**src/rtl/gdd_pkg.sv**
```systemverilog
// ----------------------------------------------------------------------------
// gdd_pkg
// Widths, constants, stage types and the month table for the date difference.
// ----------------------------------------------------------------------------
package gdd_pkg;

  localparam int DAY_W      = 5;
  localparam int MONTH_W    = 4;
  localparam int YEAR_W     = 14;
  localparam int MAX_YEAR   = 9999;

  localparam int IN_TDATA_W  = 48;   // 46 payload bits, zero filled to 6 bytes
  localparam int DIFF_W      = 23;
  localparam int OUT_TDATA_W = 24;
  localparam int OUT_TUSER_W = 1;

  // serial day of year 16383 fits in 23 unsigned bits
  localparam int SERIAL_W = 23;
  localparam int MSTART_W = 9;
  localparam int MDAY_W   = 10;

  // x / 25 == (x * DIV25_MUL) >> DIV25_SHIFT, exact for x below 43690
  localparam int MUL_W       = 16;
  localparam int DIV25_MUL   = 41944;
  localparam int DIV25_SHIFT = 20;
  localparam int PROD_W      = YEAR_W + MUL_W;
  localparam int QUOT_W      = 10;

  localparam logic [MONTH_W-1:0] MONTH_FIRST = 4'd1;
  localparam logic [MONTH_W-1:0] MONTH_LAST  = 4'd12;
  localparam logic [MONTH_W-1:0] MONTH_FEB   = 4'd2;

  typedef struct packed {
    logic [YEAR_W-1:0]   year;     // saturated year
    logic [YEAR_W-1:0]   prev;     // full years before the date
    logic [PROD_W-1:0]   prod_c;   // (prev/4)  * reciprocal of 25
    logic [PROD_W-1:0]   prod_q;   // (prev/16) * reciprocal of 25
    logic [PROD_W-1:0]   prod_y;   // year      * reciprocal of 25
    logic [MSTART_W-1:0] mstart;
    logic                late;     // month after February
    logic [DAY_W-1:0]    day;
  } gdd_s1_t;

  typedef struct packed {
    logic [SERIAL_W-1:0] base;     // 365*prev + prev/4
    logic [QUOT_W-1:0]   corr;     // prev/100 - prev/400
    logic [MDAY_W-1:0]   mday;     // days in year up to and including the date
  } gdd_s2_t;

  function automatic logic [MSTART_W-1:0] month_start(input logic [MONTH_W-1:0] m);
    logic [MSTART_W-1:0] r;
    case (m)
      4'd1:    r = 9'd0;
      4'd2:    r = 9'd31;
      4'd3:    r = 9'd59;
      4'd4:    r = 9'd90;
      4'd5:    r = 9'd120;
      4'd6:    r = 9'd151;
      4'd7:    r = 9'd181;
      4'd8:    r = 9'd212;
      4'd9:    r = 9'd243;
      4'd10:   r = 9'd273;
      4'd11:   r = 9'd304;
      4'd12:   r = 9'd334;
      default: r = 9'd0;
    endcase
    return r;
  endfunction

endpackage

```
**src/rtl/gregorian_date_difference.sv**
```systemverilog
// ----------------------------------------------------------------------------
// gregorian_date_difference
// Signed day count from a first to a second proleptic Gregorian date.
// ----------------------------------------------------------------------------
// Takes one date pair per transaction and returns one result per transaction,
// in order. With out_tready held high a new pair is taken every cycle. The
// pipeline is three compute stages plus the output register: reciprocal
// multiplies for the divisions by 25, then the year/leap sums, then the
// serial day, then the subtraction with saturation. Idle stages close up
// under backpressure, so in_tready drops only when all four stages hold data
// and the output is stalled. Days are not checked against month length; a
// month outside 1..12 in either date sets out_tuser and forces the difference
// to zero. Years above the configured maximum are clamped to it.
module gregorian_date_difference (
  input  logic                               clk,
  input  logic                               rst_n,
  // in_tdata, low bit up: first_day[4:0], first_month[3:0], first_year[13:0],
  // second_day[4:0], second_month[3:0], second_year[13:0], 2 zero bits
  input  logic                               in_tvalid,
  output logic                               in_tready,
  input  logic [gdd_pkg::IN_TDATA_W-1:0]     in_tdata,
  // out_tdata, low bit up: day_difference[22:0] (signed), 1 zero bit
  output logic                               out_tvalid,
  input  logic                               out_tready,
  output logic [gdd_pkg::OUT_TDATA_W-1:0]    out_tdata,
  // out_tuser: bad_month[0]
  output logic [gdd_pkg::OUT_TUSER_W-1:0]    out_tuser
);

  // lane 0 is the first date, lane 1 the second
  logic [gdd_pkg::DAY_W-1:0]   day_in   [2];
  logic [gdd_pkg::MONTH_W-1:0] month_in [2];
  logic [gdd_pkg::YEAR_W-1:0]  year_in  [2];

  gdd_pkg::gdd_s1_t s1_nxt [2];
  gdd_pkg::gdd_s1_t s1_r   [2];
  gdd_pkg::gdd_s2_t s2_nxt [2];
  gdd_pkg::gdd_s2_t s2_r   [2];
  logic [gdd_pkg::SERIAL_W-1:0] s3_nxt [2];
  logic [gdd_pkg::SERIAL_W-1:0] s3_r   [2];

  logic bad_nxt, bad1_r, bad2_r, bad3_r;
  logic v1_r, v2_r, v3_r, out_valid_r;
  logic adv1, adv2, adv3, adv_out;

  logic signed [gdd_pkg::DIFF_W:0]   diff_full;
  logic        [gdd_pkg::DIFF_W-1:0] diff_nxt;
  logic        [gdd_pkg::DIFF_W-1:0] diff_r;
  logic                              bad_out_r;

  assign day_in[0]   = in_tdata[4:0];
  assign month_in[0] = in_tdata[8:5];
  assign year_in[0]  = in_tdata[22:9];
  assign day_in[1]   = in_tdata[27:23];
  assign month_in[1] = in_tdata[31:28];
  assign year_in[1]  = in_tdata[45:32];

  // flow control: a stage moves when it is empty or the next one moves
  assign adv_out   = !out_valid_r || out_tready;
  assign adv3      = !v3_r || adv_out;
  assign adv2      = !v2_r || adv3;
  assign adv1      = !v1_r || adv2;
  assign in_tready = adv1;

  // stage 1: clamp, full years, reciprocal products, month table, month check
  always_comb begin
    logic [gdd_pkg::YEAR_W-1:0] ys;
    logic [gdd_pkg::YEAR_W-1:0] p;
    logic ok0, ok1;
    for (int i = 0; i < 2; i++) begin
      ys = (int'(year_in[i]) > gdd_pkg::MAX_YEAR) ?
           gdd_pkg::YEAR_W'(gdd_pkg::MAX_YEAR) : year_in[i];
      p  = (ys != '0) ? ys - gdd_pkg::YEAR_W'(1) : '0;
      s1_nxt[i].year   = ys;
      s1_nxt[i].prev   = p;
      s1_nxt[i].prod_c = gdd_pkg::PROD_W'(p >> 2) *
                         gdd_pkg::PROD_W'(gdd_pkg::DIV25_MUL);
      s1_nxt[i].prod_q = gdd_pkg::PROD_W'(p >> 4) *
                         gdd_pkg::PROD_W'(gdd_pkg::DIV25_MUL);
      s1_nxt[i].prod_y = gdd_pkg::PROD_W'(ys) *
                         gdd_pkg::PROD_W'(gdd_pkg::DIV25_MUL);
      s1_nxt[i].mstart = gdd_pkg::month_start(month_in[i]);
      s1_nxt[i].late   = month_in[i] > gdd_pkg::MONTH_FEB;
      s1_nxt[i].day    = day_in[i];
    end
    ok0 = (month_in[0] >= gdd_pkg::MONTH_FIRST) && (month_in[0] <= gdd_pkg::MONTH_LAST);
    ok1 = (month_in[1] >= gdd_pkg::MONTH_FIRST) && (month_in[1] <= gdd_pkg::MONTH_LAST);
    bad_nxt = !ok0 || !ok1;
  end

  // stage 2: quotients, leap test, year base and day of year
  always_comb begin
    logic [gdd_pkg::QUOT_W-1:0] q100, q400, qy;
    logic [gdd_pkg::YEAR_W:0]   qy25;
    logic                       div25, leap;
    for (int i = 0; i < 2; i++) begin
      q100  = s1_r[i].prod_c[gdd_pkg::DIV25_SHIFT +: gdd_pkg::QUOT_W];
      q400  = s1_r[i].prod_q[gdd_pkg::DIV25_SHIFT +: gdd_pkg::QUOT_W];
      qy    = s1_r[i].prod_y[gdd_pkg::DIV25_SHIFT +: gdd_pkg::QUOT_W];
      qy25  = (gdd_pkg::YEAR_W+1)'(qy) * (gdd_pkg::YEAR_W+1)'(25);
      div25 = qy25 == {1'b0, s1_r[i].year};
      // with the year divisible by 4: by 100 iff by 25, by 400 iff also by 16
      leap  = (s1_r[i].year[1:0] == 2'b00) &&
              (!div25 || (s1_r[i].year[3:0] == 4'b0000));
      s2_nxt[i].base = gdd_pkg::SERIAL_W'(s1_r[i].prev) * gdd_pkg::SERIAL_W'(365) +
                       gdd_pkg::SERIAL_W'(s1_r[i].prev >> 2);
      s2_nxt[i].corr = q100 - q400;
      s2_nxt[i].mday = gdd_pkg::MDAY_W'(s1_r[i].mstart) +
                       gdd_pkg::MDAY_W'(s1_r[i].day) +
                       gdd_pkg::MDAY_W'(leap && s1_r[i].late);
    end
  end

  // stage 3: serial day number
  always_comb begin
    for (int i = 0; i < 2; i++) begin
      s3_nxt[i] = s2_r[i].base - gdd_pkg::SERIAL_W'(s2_r[i].corr) +
                  gdd_pkg::SERIAL_W'(s2_r[i].mday);
    end
  end

  // stage 4: difference, saturation, bad-month override
  always_comb begin
    diff_full = $signed({1'b0, s3_r[1]}) - $signed({1'b0, s3_r[0]});
    if (bad3_r) begin
      diff_nxt = '0;
    end else if (diff_full[gdd_pkg::DIFF_W] != diff_full[gdd_pkg::DIFF_W-1]) begin
      diff_nxt = diff_full[gdd_pkg::DIFF_W] ? {1'b1, {(gdd_pkg::DIFF_W-1){1'b0}}}
                                            : {1'b0, {(gdd_pkg::DIFF_W-1){1'b1}}};
    end else begin
      diff_nxt = diff_full[gdd_pkg::DIFF_W-1:0];
    end
  end

  always_ff @(posedge clk) begin
    if (!rst_n) begin
      v1_r        <= 1'b0;
      v2_r        <= 1'b0;
      v3_r        <= 1'b0;
      out_valid_r <= 1'b0;
    end else begin
      if (adv1) begin
        v1_r <= in_tvalid;
      end
      if (adv2) begin
        v2_r <= v1_r;
      end
      if (adv3) begin
        v3_r <= v2_r;
      end
      if (adv_out) begin
        out_valid_r <= v3_r;
      end
    end
  end

  always_ff @(posedge clk) begin
    if (adv1) begin
      s1_r   <= s1_nxt;
      bad1_r <= bad_nxt;
    end
    if (adv2) begin
      s2_r   <= s2_nxt;
      bad2_r <= bad1_r;
    end
    if (adv3) begin
      s3_r   <= s3_nxt;
      bad3_r <= bad2_r;
    end
    if (adv_out) begin
      diff_r    <= diff_nxt;
      bad_out_r <= bad3_r;
    end
  end

  assign out_tvalid = out_valid_r;
  assign out_tdata  = {1'b0, diff_r};
  assign out_tuser  = bad_out_r;

endmodule

```
**config.mk**
```make
export PLATFORM = sky130hd
export DESIGN_NAME = gregorian_date_difference
export DESIGN_NICKNAME = d
export VERILOG_FILES = /design/src/rtl/gdd_pkg.sv /design/src/rtl/gregorian_date_difference.sv
export SDC_FILE = /design/constraint.sdc
export NUM_CORES = 2
export LEC_CHECK = 0
export ABC_CLOCK_PERIOD_IN_PS = 10600
export BUFFER_PORTS_ARGS = -buffer_cell sky130_fd_sc_hd__buf_2
export CAP_MARGIN = 10
export CORE_MARGIN = 2
export CORE_UTILIZATION = 60
export DETAILED_ROUTE_END_ITERATION = 6
export HOLD_SLACK_MARGIN = 0.03
export PLACE_DENSITY_LB_ADDON = 0.12
export SLEW_MARGIN = 20
export SYNTH_ARGS = -nofsm -noshare
export SYNTH_HDL_FRONTEND = slang
export SYNTH_SLANG_ARGS = --single-unit
```
**constraint.sdc**
```tcl
create_clock -name clk -period 10.6 [get_ports clk]
set_input_delay 1.06 -clock clk [delete_from_list [all_inputs] [get_ports clk]]
set_output_delay 1.06 -clock clk [all_outputs]
set_load 0.005 [all_outputs]
```
# Yosys cells after proc, flatten, opt, wreduce, memory -nomap -nowiden
# Memory sizes are Yosys's and may differ from the RTL's. A register that Yosys moved wholly into a read port is not among the register bits.
# Cells that the tools add are included.
[totals] romBits=288 latchBits=0 elab_cells=104 memories=2 out_inout_bits=27 ramBits=0 ff_bits=393
[memory_table] memory="(no name shown)" words=16 width=9 read_ports=1 rd_clocked_by_memory_dff=1 wr=0 line="gdd_pkg.sv:52" text="case (m)"
[memory_table] memory="(no name shown)" words=16 width=9 read_ports=1 rd_clocked_by_memory_dff=1 wr=0 line="gdd_pkg.sv:52"
[classes] eq_ne=3 n_mul=10 reduce_logical=27 bitwise=0 n_addsub=15 mux=6 shift=0 n_lt_le_gt_ge=8 n_div=0
[ops] cell="$mux 14" count=4
[ops] cell="$mul 14x13->27 const B" count=2
[ops] cell="$mul 12x13->25 const B" count=2
[ops] cell="$add 23x10->23" count=2
[ops] cell="$add 23x12->23" count=2
[ops] cell="$mul 10x13->23 const B" count=2
[ops] cell="$mul 14x9->23 const B" count=2
[ops] cell="$mux 23" count=2
[ops] cell="$sub 23x10->23" count=2
[ops] cell="$eq 15x14->1" count=2
[ops] cell="$mul 10x5->15 const B" count=2
[ops] cell="$gt 14x14->1 const B" count=2
[ops] cell="$reduce_bool 14->1" count=2
[ops] cell="$sub 14x1->14 const B" count=2
[ops] cell="$sub 23x23->24" count=1
[ops] cell="$add 10x1->10" count=2
[ops] cell="$add 9x5->10" count=2
[ops] cell="$sub 10x10->10" count=2
[ops] cell="$ge 4x1->1 const B" count=2
[ops] cell="$gt 4x2->1 const B" count=2
[ops] cell="$le 4x4->1 const B" count=2
[ops] cell="$logic_not 1->1" count=8
[ops] cell="$logic_not 4->1" count=2
[ops] cell="$logic_or 1x1->1" count=7
[ops] cell="other kinds (3)" count=9

# Logic depth before layout (Yosys ltp)
[depth] depth_word=7 mapped_depth=35 mapped_depth_nobuf=32

# Worst setup path before layout
# Ideal clock, no wire load.
[synth_path] path_type="input to register" start="in in_tdata[13] in the netlist's numbering" end="reg s1_r[233] in the netlist's numbering, data pin" setup_time_ns=0.260 cell_stages=31 t_arrival_ns=8.178 path_slack_ns=2.162 cell_sequence="buf_2 > or4_1 > a41o_1 > nand2_1 > clkbuf_1 > buf_1 > nand2_1 > ha_1 > o21ai_1 > nand2_1 > or3_1 > a21boi_2 > xnor2_1 > nor2_1 > ha_1 > inv_1 > fa_1 > fa_1 > inv_1 > fa_1 > inv_1 > fa_1 > inv_1 > ha_1 > and3_1 > a221oi_1 > o41ai_1 > o41ai_1 > o21bai_1 > a21oi_1 > xnor2_1"
[synth_rtl] element="start: declaration" line="gregorian_date_difference.sv:21" text="input logic [gdd_pkg::IN_TDATA_W-1:0] in_tdata,"
[synth_rtl] element="end signal: assignment" line="gregorian_date_difference.sv:159" text="s1_r <= s1_nxt;"
[synth_rtl] element="end: declaration" line="gregorian_date_difference.sv:36" text="gdd_pkg::gdd_s1_t s1_r [2];"

==> results.md <==
- Status: finished, final reports clean
- Yosys top cell area share: around 25%
- H-tree depth: 2
- Starting Density: between 60% and 70%
- Remaining DRCs: 0
- Synth Cell Area: around 0.037 mm²
- Synthesized area per cell: between 10 and 15 µm²
- Top cells by area, synth: ha_1 (25%), edfxtp_1 (24%), fa_1 (19%)
- Core Footprint: 0.06058 mm²
- # IOs: 79
- Fin util: between 60% and 70%
- Max stage delay cell, worst path: o41ai_1
- Max clock buf depth: 3
- Die width: around 250 µm
- Total GRT Usage: about 24%
- Number of global-route vias before repair: 26320
- Vias: 24570
- Number of enable flip-flop cells after synthesis: roughly 300
- Hpwl dp: between 60000 and 70000 µm
- Final worst slack: 1.606 ns
- Sum Neg Setup Slack: 0 ns
- Die footprint: 0.06361 mm²
- Post-CTS resize count: 0
- Row count: 90
- Area growth syn-to-layout: 6.417%
- Worst-path clk slew: 0.06 ns
- Initial DRC count: about 1200
- Netlist cell types: around 90
- Dominant cell type by area after synthesis: ha_1
- CP Max Fanout: 9
- First-pass GRT wire length: about 130000 µm
- Most common cell after layout, fill and taps aside: inv_1
- Achievable Freq: between 100 and 150 MHz
- Sequential-to-total area share from yosys stat: 24.02%
- CP max stage delay: approximately 0.67 ns
- Least-Margin Pin Slew: between 0.9 and 1 ns
- Cts hold-fix bufs: 0
- Mux share of post-synthesis cell area: less than 1%
- Tcrit/Tclk final: a little over four fifths
- Grt ovf: 0
- Worst Hold Path Cells: 0
- Most frequent cells in the layout: inv_1 (827), ha_1 (726), fa_1 (345)
- Clk_skew: roughly 0.022 ns
- Share of layout cells above drive strength 1: slightly below 5%
- Vias per cell: 5.470
- CTS buffer count: 35
- WHS Endpoint: bad3_r
- Seq cells post-synth: between 200 and 300
- Router iterations before antenna repair: 5
- Hold_sp: bad2_r
- Worst R2R End: s2_r[40]
- Crit Path Category: in -> reg
- Worst-Skew Late Latency: between 0.5 and 0.6 ns
- Worst setup path start: in_tdata[13]
- Ys flop type: edfxtp_1
- Worst Hold Class: reg -> reg
- CTS tree: done
- Max cap viols: 0
- Most Frequent Cell on Critical Path: inv_1
- Max-slew violations: 0
- Post-DRT Antenna Nets: 0
- Synth Area in Compound Gates: roughly a tenth
- Min Tclk post-route: 8.994 ns
- Worst EP arrival: ~9.3 ns
- Final Instance Area: around 0.039 mm²
- Post-synthesis simple-gate area fraction: 7.409%
- Gpl congestion: between 0.9 and 1
- CP Capture Type: flip-flop
- XOR/XNOR Fraction of Synth Area: under 10%
- Fin. Hold Viols: 0
- Die Ht: between 200 and 300 µm
- Fillers: around 4900
- Worst slew margin: around a third
- Reg2reg setup slack: around 4.5 ns
- WP data required: 10.87 ns
- Cell count after synthesis: approximately 3600
- Largest family of logic cells by synthesized area: adder cells
- Worst R2R Start: s1_r[112]
- Placed instance area: between 0.03 and 0.04 mm²
- Wire per inst: approximately 16 µm
- Fin nets: 4810
- FFs w/ async S/R, synth: 0%
- Clock Root Buffer: clkbuf_16
- Number of port buffers: 75
- Total wire length: around 73000 µm
- CP startpoint kind: input port
- Synth Warn #: 0
- Clock sink total: slightly below 300
- Setup Viol. Count Final: 0
- Initial antenna violation count: 9
- Cells on worst reg2reg path: 17
- Post-CTS setup buffers: 0
- Post-synthesis adder-cell area fraction: between 40% and 50%
- Place WS: between 1 and 1.5 ns
- Largest net degree at the start of global routing: 92
- Post-Syn Nets: ~4700
- Unrepaired setup endpoints after global routing: false
[synthesized netlist by cell type (6+ instances only)]
master / instances
xor2_1: 55
or4_1: 6
a21boi_0: 13
nor3_1: 49
nand3_1: 41
o21a_1: 29
a211oi_1: 14
nor2b_1: 39
and2_1: 9
a21oi_1: 153
and4_1: 8
nand4_1: 13
xnor2_1: 193
a211o_1: 6
fa_1: 345
mux2i_1: 6
nand2b_1: 38
o41ai_1: 6
edfxtp_1: 293
o21ai_0: 90
ha_1: 726
o21bai_1: 14
or2_2: 8
nor3b_1: 6
and3_1: 26
nor2_1: 141
o31a_1: 8
nand2_1: 137
inv_1: 828
nor4_1: 9
o211ai_1: 11
nand3b_1: 6
o31ai_1: 8
a21o_1: 119
clkbuf_1: 26
a31oi_1: 13
buf_2: 6
[sequential cells by signal, summed over array words and instances (netlist names)]
signal	count
bad3_r	1
diff_r	23
bad2_r	1
out_tvalid	1
v3_r	1
v1_r	1
out_tuser	1
bad1_r	1
s1_r	134
v2_r	1
s2_r	86
s3_r	46
[per-stage QoR]
step / cells / hold slack [ns]
final: 4492 / 0.4167
after global routing: 4492 / 0.4245
after CTS: 4491 / 0.4184
after detailed placement: 4432 / 0.4045
after global placement: 4432 / 0.4051
after floorplan: 3610 / 0.4003
[cell families after synthesis]
group / Yosys count
multiplexers: 14
other: 1
AO/OA/AOI/OAI: 549
flip-flops: 297
XOR/XNOR: 249
adder cells (fa/ha/maj): 1071
buffers and inverters: 874
AND/OR/NAND/NOR: 555
[layout make-up]
type,instances,area [µm²],area share (%)
clock inverter,20,230.2,0.5852
tap,782,978.4,2.487
sequential,297,8879,22.57
multi-input combinational,2439,24770,62.97
clock buffer,39,910.9,2.315
antenna,1,2.502,0.006361
timing repair buffer,84,446.7,1.135
inverter,830,3119,7.929
[worst max path at each step]
stage	to	slack [ns]	cells after the start
after floorplan	s1_r[233]	2.16	31
after CTS	s1_r[233]	1.62	31
final	s1_r[233]	1.61	31
after global placement	s1_r[233]	1.24	30
after global routing	s1_r[233]	0.99	30
after detailed placement	s1_r[233]	1.07	31
[critical path: cells and delay by family]
| family | cells | cell delay [ns] |
|---|---|---|
| buf+inv | 6 | 0.56 |
| simple gates | 6 | 1.81 |
| compound gates | 11 | 2.71 |
| xor+xnor | 1 | 0.09 |
| fa+ha+maj | 7 | 3.05 |
[layer usage]
metal  track usage (%)  routed length (µm)
met5                 0                  92
met4             7.557                2259
met3             3.100                2479
met2             42.64               35640
met1             31.69               32970
Power is left out: the tool's default activity adds up to more than one toggle a clock period on the data nets, which glitch-free logic cannot reach.
